==> config.mk <==
export PLATFORM = sky130hd
export DESIGN_NAME = extended_utf8_stream_decoder
export DESIGN_NICKNAME = d
export VERILOG_FILES = /design/src/rtl/eus_pkg.sv /design/src/rtl/eus_in_stage.sv /design/src/rtl/eus_step.sv /design/src/rtl/eus_out_stage.sv /design/src/rtl/extended_utf8_stream_decoder.sv
export SDC_FILE = /design/constraint.sdc
export NUM_CORES = 1
export LEC_CHECK = 0
export BUFFER_PORTS_ARGS = -buffer_cell sky130_fd_sc_hd__buf_2
export CORE_ASPECT_RATIO = 1.75
export CORE_MARGIN = 2
export CORE_UTILIZATION = 45
export DETAILED_ROUTE_END_ITERATION = 6
export PLACE_DENSITY = 0.71
export SETUP_SLACK_MARGIN = 0.05
export SLEW_MARGIN = 20
export SYNTH_ARGS = -nofsm -noshare
export SYNTH_HDL_FRONTEND = slang
export SYNTH_SLANG_ARGS = --single-unit
export TNS_END_PERCENT = 1
==> constraint.sdc <==
create_clock -name clk -period 3.85 [get_ports clk]
set_clock_uncertainty 0.05 [all_clocks]
set_input_delay 0.385 -clock clk [delete_from_list [all_inputs] [get_ports clk]]
set_output_delay 0.385 -clock clk [all_outputs]
set_load 0.1 [all_outputs]
==> src/rtl/eus_pkg.sv <==
// eus_pkg: shared types and decode functions for the extended utf-8 stream decoder
// no dependencies
`default_nettype none

package eus_pkg;

  localparam int unsigned BYTE_W = 8;
  localparam int unsigned CP_W   = 32;
  localparam int unsigned LEN_W  = 3;
  localparam int unsigned CONT_W = 6;

  localparam logic [LEN_W-1:0] LEN_BAD    = 3'd0;
  localparam logic [LEN_W-1:0] LEN_SINGLE = 3'd1;

  localparam logic [BYTE_W-1:0] CONT_MASK = 8'h3f;

  typedef struct packed {
    logic [CP_W-1:0]  code_point;
    logic             bad_head;
    logic [LEN_W-1:0] seq_length;
  } result_t;

  typedef struct packed {
    logic    emit;
    result_t res;
  } step_t;

  // sequence length from leading ones of a head byte, zero for an invalid head
  function automatic logic [LEN_W-1:0] head_length(input logic [BYTE_W-1:0] b);
    logic [LEN_W-1:0] len;
    unique case (b) inside
      [8'h00:8'h7f]: len = 3'd1;
      [8'h80:8'hbf]: len = LEN_BAD;
      [8'hc0:8'hdf]: len = 3'd2;
      [8'he0:8'hef]: len = 3'd3;
      [8'hf0:8'hf7]: len = 3'd4;
      [8'hf8:8'hfb]: len = 3'd5;
      [8'hfc:8'hfd]: len = 3'd6;
      8'hfe:         len = 3'd7;
      default:       len = LEN_BAD;
    endcase
    return len;
  endfunction

  // payload bits kept from a head byte of the given length
  function automatic logic [BYTE_W-1:0] head_mask(input logic [LEN_W-1:0] len);
    logic [BYTE_W-1:0] m;
    unique case (len)
      3'd1:    m = 8'h7f;
      3'd2:    m = 8'h1f;
      3'd3:    m = 8'h0f;
      3'd4:    m = 8'h07;
      3'd5:    m = 8'h03;
      3'd6:    m = 8'h01;
      default: m = 8'h00;
    endcase
    return m;
  endfunction

endpackage

`default_nettype wire

==> src/rtl/eus_in_stage.sv <==
// eus_in_stage: input register holding one byte item
// depends on eus_pkg
`default_nettype none

module eus_in_stage (
  input  wire logic                       clk,
  input  wire logic                       rst,
  input  wire logic                       in_valid,
  output logic                            in_ready,
  input  wire logic [eus_pkg::BYTE_W-1:0] data_byte,
  input  wire logic                       advance,
  output logic                            held_valid,
  output logic [eus_pkg::BYTE_W-1:0]      held_byte
);

  assign in_ready = !held_valid || advance;

  always_ff @(posedge clk) begin
    if (rst) begin
      held_valid <= 1'b0;
    end else if (in_ready) begin
      held_valid <= in_valid;
    end
  end

  always_ff @(posedge clk) begin
    if (in_valid && in_ready) begin
      held_byte <= data_byte;
    end
  end

endmodule

`default_nettype wire

==> src/rtl/eus_step.sv <==
// eus_step: sequence state registers and the per-byte decode step
// depends on eus_pkg
`default_nettype none

module eus_step (
  input  wire logic                       clk,
  input  wire logic                       rst,
  input  wire logic                       advance,
  input  wire logic [eus_pkg::BYTE_W-1:0] held_byte,
  output eus_pkg::step_t                  step
);

  logic [eus_pkg::CP_W-1:0]  accumulator;
  logic [eus_pkg::CP_W-1:0]  accumulator_next;
  logic [eus_pkg::LEN_W-1:0] expected_length;
  logic [eus_pkg::LEN_W-1:0] expected_length_next;
  logic [eus_pkg::LEN_W-1:0] bytes_taken;
  logic [eus_pkg::LEN_W-1:0] bytes_taken_next;

  logic                      idle;
  logic [eus_pkg::LEN_W-1:0] len;
  logic [eus_pkg::CP_W-1:0]  cont_acc;
  logic [eus_pkg::LEN_W-1:0] taken_inc;

  assign idle      = (bytes_taken == '0) || (bytes_taken >= expected_length);
  assign len       = eus_pkg::head_length(held_byte);
  assign cont_acc  = {accumulator[eus_pkg::CP_W-eus_pkg::CONT_W-1:0],
                      held_byte[eus_pkg::CONT_W-1:0]};
  assign taken_inc = bytes_taken + 3'd1;

  always_comb begin
    accumulator_next     = accumulator;
    expected_length_next = expected_length;
    bytes_taken_next     = bytes_taken;
    step.emit            = 1'b0;
    step.res.code_point  = {24'd0, held_byte};
    step.res.bad_head    = 1'b0;
    step.res.seq_length  = eus_pkg::LEN_SINGLE;
    if (idle) begin
      bytes_taken_next = '0;
      if (len == eus_pkg::LEN_BAD) begin
        accumulator_next     = '0;
        expected_length_next = '0;
        step.emit            = 1'b1;
        step.res.bad_head    = 1'b1;
      end else if (len == eus_pkg::LEN_SINGLE) begin
        accumulator_next     = '0;
        expected_length_next = '0;
        step.emit            = 1'b1;
      end else begin
        accumulator_next     = {24'd0, held_byte & eus_pkg::head_mask(len)};
        expected_length_next = len;
        bytes_taken_next     = 3'd1;
      end
    end else if (taken_inc >= expected_length) begin
      accumulator_next     = '0;
      expected_length_next = '0;
      bytes_taken_next     = '0;
      step.emit            = 1'b1;
      step.res.code_point  = cont_acc;
      step.res.seq_length  = expected_length;
    end else begin
      accumulator_next = cont_acc;
      bytes_taken_next = taken_inc;
    end
  end

  always_ff @(posedge clk) begin
    if (rst) begin
      accumulator     <= '0;
      expected_length <= '0;
      bytes_taken     <= '0;
    end else if (advance) begin
      accumulator     <= accumulator_next;
      expected_length <= expected_length_next;
      bytes_taken     <= bytes_taken_next;
    end
  end

endmodule

`default_nettype wire

==> src/rtl/eus_out_stage.sv <==
// eus_out_stage: result register toward the output channel
// depends on eus_pkg
`default_nettype none

module eus_out_stage (
  input  wire logic                        clk,
  input  wire logic                        rst,
  input  wire logic                        held_valid,
  input  wire eus_pkg::step_t              step,
  output logic                             advance,
  output logic                             out_valid,
  input  wire logic                        out_ready,
  output logic [eus_pkg::CP_W-1:0]         code_point,
  output logic                             bad_head,
  output logic [eus_pkg::LEN_W-1:0]        seq_length
);

  eus_pkg::result_t res;

  assign advance    = held_valid && (!out_valid || out_ready);
  assign code_point = res.code_point;
  assign bad_head   = res.bad_head;
  assign seq_length = res.seq_length;

  always_ff @(posedge clk) begin
    if (rst) begin
      out_valid <= 1'b0;
    end else if (advance) begin
      out_valid <= step.emit;
    end else if (out_ready) begin
      out_valid <= 1'b0;
    end
  end

  always_ff @(posedge clk) begin
    if (advance && step.emit) begin
      res <= step.res;
    end
  end

endmodule

`default_nettype wire

==> src/rtl/extended_utf8_stream_decoder.sv <==
// extended_utf8_stream_decoder: top level of the 1 to 7 byte extended utf-8 decoder
// depends on eus_pkg, eus_in_stage, eus_step, eus_out_stage
`default_nettype none

// Takes one byte item per cycle while results are taken and emits one result
// item when a sequence completes: a single byte 0x00-0x7f or an invalid head
// (0x80-0xbf, 0xff) gives a result at once, a head of length n gives one after
// its n-th byte. A byte passes an input register, then the decode step updates
// the sequence state and loads the result register. Throughput is one byte
// per cycle while results are taken, set by the single state update in the
// decode step; while the result register is full and not taken, one more byte
// is held in the input register before in_ready drops.
module extended_utf8_stream_decoder (
  input  wire logic                       clk,
  input  wire logic                       rst,
  input  wire logic                       in_valid,
  output logic                            in_ready,
  input  wire logic [eus_pkg::BYTE_W-1:0] data_byte,
  output logic                            out_valid,
  input  wire logic                       out_ready,
  output logic [eus_pkg::CP_W-1:0]        code_point,
  output logic                            bad_head,
  output logic [eus_pkg::LEN_W-1:0]       seq_length
);

  logic                       advance;
  logic                       held_valid;
  logic [eus_pkg::BYTE_W-1:0] held_byte;
  eus_pkg::step_t             step;

  eus_in_stage u_in (
    .clk        (clk),
    .rst        (rst),
    .in_valid   (in_valid),
    .in_ready   (in_ready),
    .data_byte  (data_byte),
    .advance    (advance),
    .held_valid (held_valid),
    .held_byte  (held_byte)
  );

  eus_step u_step (
    .clk       (clk),
    .rst       (rst),
    .advance   (advance),
    .held_byte (held_byte),
    .step      (step)
  );

  eus_out_stage u_out (
    .clk        (clk),
    .rst        (rst),
    .held_valid (held_valid),
    .step       (step),
    .advance    (advance),
    .out_valid  (out_valid),
    .out_ready  (out_ready),
    .code_point (code_point),
    .bad_head   (bad_head),
    .seq_length (seq_length)
  );

endmodule

`default_nettype wire

# Word-level counts from Yosys, hierarchy flattened
# Index checks and enable logic that the tools add are counted.
dict set report totals {
  ff_bits 78
}
dict set report classes {
  eq_ne 7
  mux 25
  reduce_logical 20
  n_lt_le_gt_ge 14
  bitwise_logic 2
  n_addsub 1
}
# cell n
set ops {}
lappend ops {{$mux W26} 2}
lappend ops {{$mux W8} 6}
lappend ops {{$ge A8 B8 Y1 const B} 5}
lappend ops {{$le A8 B8 Y1 const B} 5}
lappend ops {{$mux W33} 1}
lappend ops {{$pmux W5 S5} 1}
lappend ops {{$mux W3} 7}
lappend ops {{$pmux W3 S7} 1}
lappend ops {{$eq A3 B3 Y1 const B} 3}
lappend ops {{$logic_and A1 B1 Y1} 9}
lappend ops {{$and A8 B8 Y8} 1}
lappend ops {{$eq A8 B8 Y1 const B} 1}
lappend ops {{$ge A8 B1 Y1 const B} 1}
lappend ops {{$le A8 B7 Y1 const B} 1}
lappend ops {{$mux W1} 7}
lappend ops {{$eq A3 B2 Y1 const B} 2}
lappend ops {{$ge A3 B3 Y1} 2}
lappend ops {{$logic_not A3 Y1} 2}
lappend ops {{$reduce_bool A2 Y1} 2}
lappend ops {{$add A3 B1 Y3 const B} 1}
lappend ops {{$eq A3 B1 Y1 const B} 1}
lappend ops {{$logic_or A1 B1 Y1} 3}
lappend ops {{$logic_not A1 Y1} 2}
lappend ops {{$reduce_and A2 Y1} 1}
lappend ops {{other kinds (2)} 2}

# Longest topological paths before layout
dict set report depth {
  word_depth 12
  depth_mapped 9
  ltp_nobuf 8
}

# Hierarchy
# From an unflattened synthesis, not the netlist that was laid out.
dict set report hier_totals {
  cells_unflattened 256
  hier_area_um2 3230.6
}
# module instances area_per_inst_um2 cells_per_inst seq_area_each_um2
set by_module_without_submodules {}
lappend by_module_without_submodules {eus_step 1 1783.0 201 640.6}
lappend by_module_without_submodules {eus_out_stage 1 1152.4 42 1101.1}
lappend by_module_without_submodules {eus_in_stage 1 295.3 13 260.2}

# Worst setup path before layout
# Ideal clock, no wire load.
dict set report synth_timing {
  kind {reg-to-reg}
  start {register u_out.out_valid}
  end {register u_in.held_byte[0] (netlist bit) (enable)}
  arrival_ns 2.519
  path_slack_ns 0.999
  required_ns 3.518
  path_stages_with_launch 3
  setup_time_ns 0.282
  path_buffers 0
  period_less_slack_ns 2.851
  cell_sequence {dfxtp_1 > nand3b_1 > and2_1}
}
dict set report synth_between {
  elab_chain_cells 5
}
# item line
set synth_rtl {}
lappend synth_rtl {{start, declared} eus_out_stage.sv:11} ;# output logic out_valid,
lappend synth_rtl {{start signal, assigned} eus_out_stage.sv:29} ;# out_valid <= step.emit;
lappend synth_rtl {{$logic_not A1 Y1} eus_out_stage.sv:20} ;# assign advance = held_valid && (!out_valid || out_ready);
lappend synth_rtl {{$logic_or A1 B1 Y1} eus_out_stage.sv:20}
lappend synth_rtl {{$logic_and A1 B1 Y1} eus_out_stage.sv:20}
lappend synth_rtl {{$logic_or A1 B1 Y1} eus_in_stage.sv:16} ;# assign in_ready = !held_valid || advance;
lappend synth_rtl {{via in_ready} extended_utf8_stream_decoder.sv:17} ;# output logic in_ready,
lappend synth_rtl {{$logic_and A1 B1 Y1} eus_in_stage.sv:27} ;# if (in_valid && in_ready) begin
lappend synth_rtl {{end signal, assigned} eus_in_stage.sv:28} ;# held_byte <= data_byte;
lappend synth_rtl {{end, declared} eus_in_stage.sv:13} ;# output logic [eus_pkg::BYTE_W-1:0] held_byte
# The timed path passes the listed nets, and every way through them passes these cells.
# A chain may end at the register's enable or synchronous reset.

# Final worst setup path
dict set report layout_timing {
  start {register u_step.bytes_taken[0] (netlist bit)}
  end {register u_out.res (netlist bit u_out.seq_length[2]) (enable)}
}
dict set report layout_between {
  elab_chain_cells 5
}
# item line
set layout_rtl {}
lappend layout_rtl {{start, declared} eus_step.sv:17} ;# logic [eus_pkg::LEN_W-1:0] bytes_taken;
lappend layout_rtl {{start signal, assigned} eus_step.sv:76} ;# bytes_taken <= bytes_taken_next;
lappend layout_rtl {{$add A3 B1 Y3} eus_step.sv:29} ;# assign taken_inc = bytes_taken + 3'd1;
lappend layout_rtl {{$ge A3 B3 Y1} eus_step.sv:55} ;# end else if (taken_inc >= expected_length) begin
lappend layout_rtl {{$mux W33} eus_step.sv:55}
lappend layout_rtl {{$mux W1 (*)} eus_step.sv:39} ;# if (idle) begin
lappend layout_rtl {{$logic_and A1 B1 Y1 (*)} eus_out_stage.sv:36} ;# if (advance && step.emit) begin
lappend layout_rtl {{end signal, assigned} eus_out_stage.sv:37} ;# res <= step.res;
lappend layout_rtl {{end, declared} eus_out_stage.sv:18} ;# eus_pkg::result_t res;
# Mark *: on every way between the ends. The rest lies on a longest branch, timed or not.

==> run_results.csv <==
group,metric,value,unit
cts,clkLatencyLatePin,0.33,ns
cts,cts_setup_buffers,0,
global_route,first_global_vias,2086,
status,outcome,"finished clean",
floorplan,initial_core_util,45.9,%
final_layout,mostFrequentLayoutCells,"nand2_1, buf_2, edfxtp_1, dfxtp_1, a21oi_1",
logic_synthesis,synthesis.area_per_instance,11.3,sq um
floorplan,num_rows,40,
logic_synthesis,synthesis.area,3100,sq um
power,power_density,506,nW/um^2
logic_synthesis,yosysWarningCount,0,
power,switching_share,23.7,%
global_route,global_route.overflow_total,0,
global_route,first_pass_grt_wire_length,9080,microns
power,leakagePower,0.00142,uW
placement,placement.io_buffers,49,
logic_synthesis,count_of_cell_types_in_the_netlist,40,
route,post_drt_via_cell_ratio,5.12,
logic_synthesis,syn-num-nets,294,
cts,cts_repair_resize_count,0,
route,detail_route.first_pass.iterations,4,
power,relative_contribution_of_the_clock_network_to_total_power,42.2,%
sta,fin_crit_sh,72.5,%
setup_path,slowest_stage,"o221ai_1",
route,detail_route.drc_violations,0,
sta,fmaxAchievable,358,MHz
route,route.vias.total,2106,
route,routed_wire_length_per_instance,13.0,microns
sta,hold_viol,0,
sta,worstMarginPinSlew,0.948,ns
sta,final_period_minus_worst_setup_slack,2.79,ns
logic_synthesis,synth_top_area_cell,"edfxtp_1",
setup_path,cp-end-kind,"register",
setup_path,worst_path_most_repeated_cell,"inv_1",
final_layout,nNetsFinal,343,
power,p_switching,442,uW
final_layout,layout_cells_sized_above_1,22.6,%
logic_synthesis,synth_top_cell_area_share,42.6,%
sta,max_slew_margin,36.6,%
cts,htree_levels,3,
final_layout,diodes,0,
logic_synthesis,synth_sequential_area_ratio,64.5,%
floorplan,core,6760,sq um
setup_path,crit_path_max_incr_delay,0.68,ns
sta,grt_setup_unrepaired,"false",
global_route,gr-usage-all-layers,16.3,%
sta,setup_viol,0,
global_route,grt_max_degree,37,
floorplan,die_h,114,microns
sta,timing_max_transition_violations_final,0,
cts,cts.hold.buffers_added,0,
global_route,number_of_antenna_violations_at_the_first_check_in_global_routing,0,
cts,clock_path_buffers,2,
logic_synthesis,synth_async_sr_flop_share,0,%
final_layout,mostFrequentLayoutCell,"nand2_1",
route,drt_first_iter_violations,100,
power,irDropWorstVdd,0.276,mV
setup_path,critPathMaxFanout,36,
setup_path,path_cells,"inv_1 -> ha_1 -> nor2b_1 -> o221ai_1 -> o21ai_2 -> nand2b_1 -> inv_1 -> buf_4",
logic_synthesis,synthTopCellsByArea,"edfxtp_1, dfxtp_1, nand2_1, and2_1, a21oi_1",
setup_path,sort_of_element_at_the_start_of_the_critical_path,"register",
cts,cts.clk_slew.worst_paths,0.05,ns
route,routed_wl,5360,microns
logic_synthesis,netlist_instances,274,
placement,final_estimated_routing_congestion_in_global_placement,0.760,
cts,root_buffer,"clkbuf_16",
min_path,hold_class,"input pin to register",
setup_path,cp.arrival,2.72,ns
sta,fin_hold_ws,0.176,ns
power,comb_power_share,8.8,%
setup_path,critPathKind,"register to register",
route,route.antenna.remaining_nets,0,
floorplan,io_pins,50,
logic_synthesis,synthFlopType,"edfxtp_1",
cts,cts_num_sinks,78,
logic_synthesis,edff_count_synth,44,
cts,clock_buffer_count_from_cts,9,
power,design_internal_power,1430,uW
logic_synthesis,ys_seq_elements,78,
sta,totalNegativeSetupSlack,0,ns
flow_run,maxCapViolCount,0,
cts,tritoncts_clock_tree,"built",
placement,dp_hpwl,3670,microns
final_layout,flow.area_growth_from_synthesis,18.8,%
floorplan,floorplan.die_area,7600,sq um
setup_path,required,3.78,ns
floorplan,die_x,66.8,microns
power,power.sequential.fraction,49.0,%
==> worst paths after layout <==
| check | start | end | slack, ns | cells past startpoint |
|---|---|---|---|---|
| max | u_step.bytes_taken[0]$_SDFFE_PP0P_ | u_out.seq_length[2]$_SDFFCE_PP0P_ | 1.06 | 8 |
| min reg2reg | u_step.accumulator[23]$_SDFFE_PP0P_ | u_step.accumulator[23]$_SDFFE_PP0P_ | 0.40 | 2 |
| min | data_byte[2] | u_in.held_byte[2]$_DFFE_PP_ | 0.18 | 1 |
| max reg2reg | u_step.bytes_taken[0]$_SDFFE_PP0P_ | u_out.seq_length[2]$_SDFFCE_PP0P_ | 1.06 | 8 |
==> area by class of cell <==
| type | count | area (sq um) |
|---|---|---|
| timing repair buffer | 52 | 268 |
| tap | 84 | 105 |
| clock inverter | 3 | 40.0 |
| multi-input combinational | 174 | 1010 |
| fill | 608 | 3070 |
| inverter | 8 | 30.0 |
| clock buffer | 12 | 236 |
| sequential | 78 | 2000 |
==> synth_stat cells, drive strengths merged, types with 2 or more instances <==
library cell  count
nand3             2
xor2              2
nand2b            3
nor2b             4
o21ai             5
clkbuf            4
nand4             2
a31oi             3
inv               8
a211o             2
dfxtp            34
o41ai             2
buf              10
mux2              2
edfxtp           44
nor2              9
nor3              2
nand3b            4
ha                8
a21oi            30
a22oi             3
and2             27
nand2            54
==> registers in the layout, indices dropped and copies added (netlist names) <==
signal and count:
u_out.code_point 32, u_in.held_valid 1, u_out.seq_length 3, u_step.bytes_taken 3, u_out.out_valid 1, u_out.bad_head 1, u_in.held_byte 8, u_step.accumulator 26
u_step.expected_length 3
==> worst max-delay path, delay by kind of cell (launching register included) <==
kind,cells,cell delay [ns]
AOI/OAI and AO/OA,2,0.87
adders and majority gates,1,0.32
buffers and inverters,3,0.55
DFF,1,0.38
and+or+nand+nor,2,0.25
==> power groups by stage <==
stage                     combinational, uW  clock [uW]  sequential [uW]
after floorplan                        49.3           0             1020
after global routing                    174         848              918
final                                   164         789              915
after detailed placement                165           0              933
after global placement                  164           0              932
after CTS                               166         814              915
==> through the flow <==
stage | std cells | setup slack (ns) | total power (uW) | util [%] | area [sq um]
3_5_place_dp | 396 | 1.06 | 1100 | 50.5 | 3410
2_1_floorplan | 274 | 0.999 | 1070 | - | 3100
6_report | 411 | 1.06 | 1870 | 54.6 | 3690
3_3_place_gp | 396 | 1.17 | 1100 | 50.5 | 3410
5_1_grt | 411 | 0.803 | 1940 | 54.6 | 3690
4_1_cts | 411 | 1.06 | 1890 | 54.6 | 3690
==> metal layers <==
layer / part of all wire, % / GRT usage, % / vias to the layer above
met3: 4.3 / 5.62 / 23
met4: 4.7 / 12.9 / 0
met5: 0 / 0 / -
met1: 38 / 16.3 / 978
li1: - / - / 1047
met2: 53 / 26.7 / 58
==> cells by family after synthesis <==
kind of cell | Yosys count | share of synthesized area, %
AOI/OAI and AO/OA | 51 | 10.2
xor gates and xnor gates | 2 | 0.564
adders and majority gates | 8 | 3.22
buffers and inverters | 22 | 3.10
DFF | 78 | 64.5
muxes | 2 | 0.725
and+or+nand+nor | 111 | 17.7
Power figures use the tool's default switching activity.
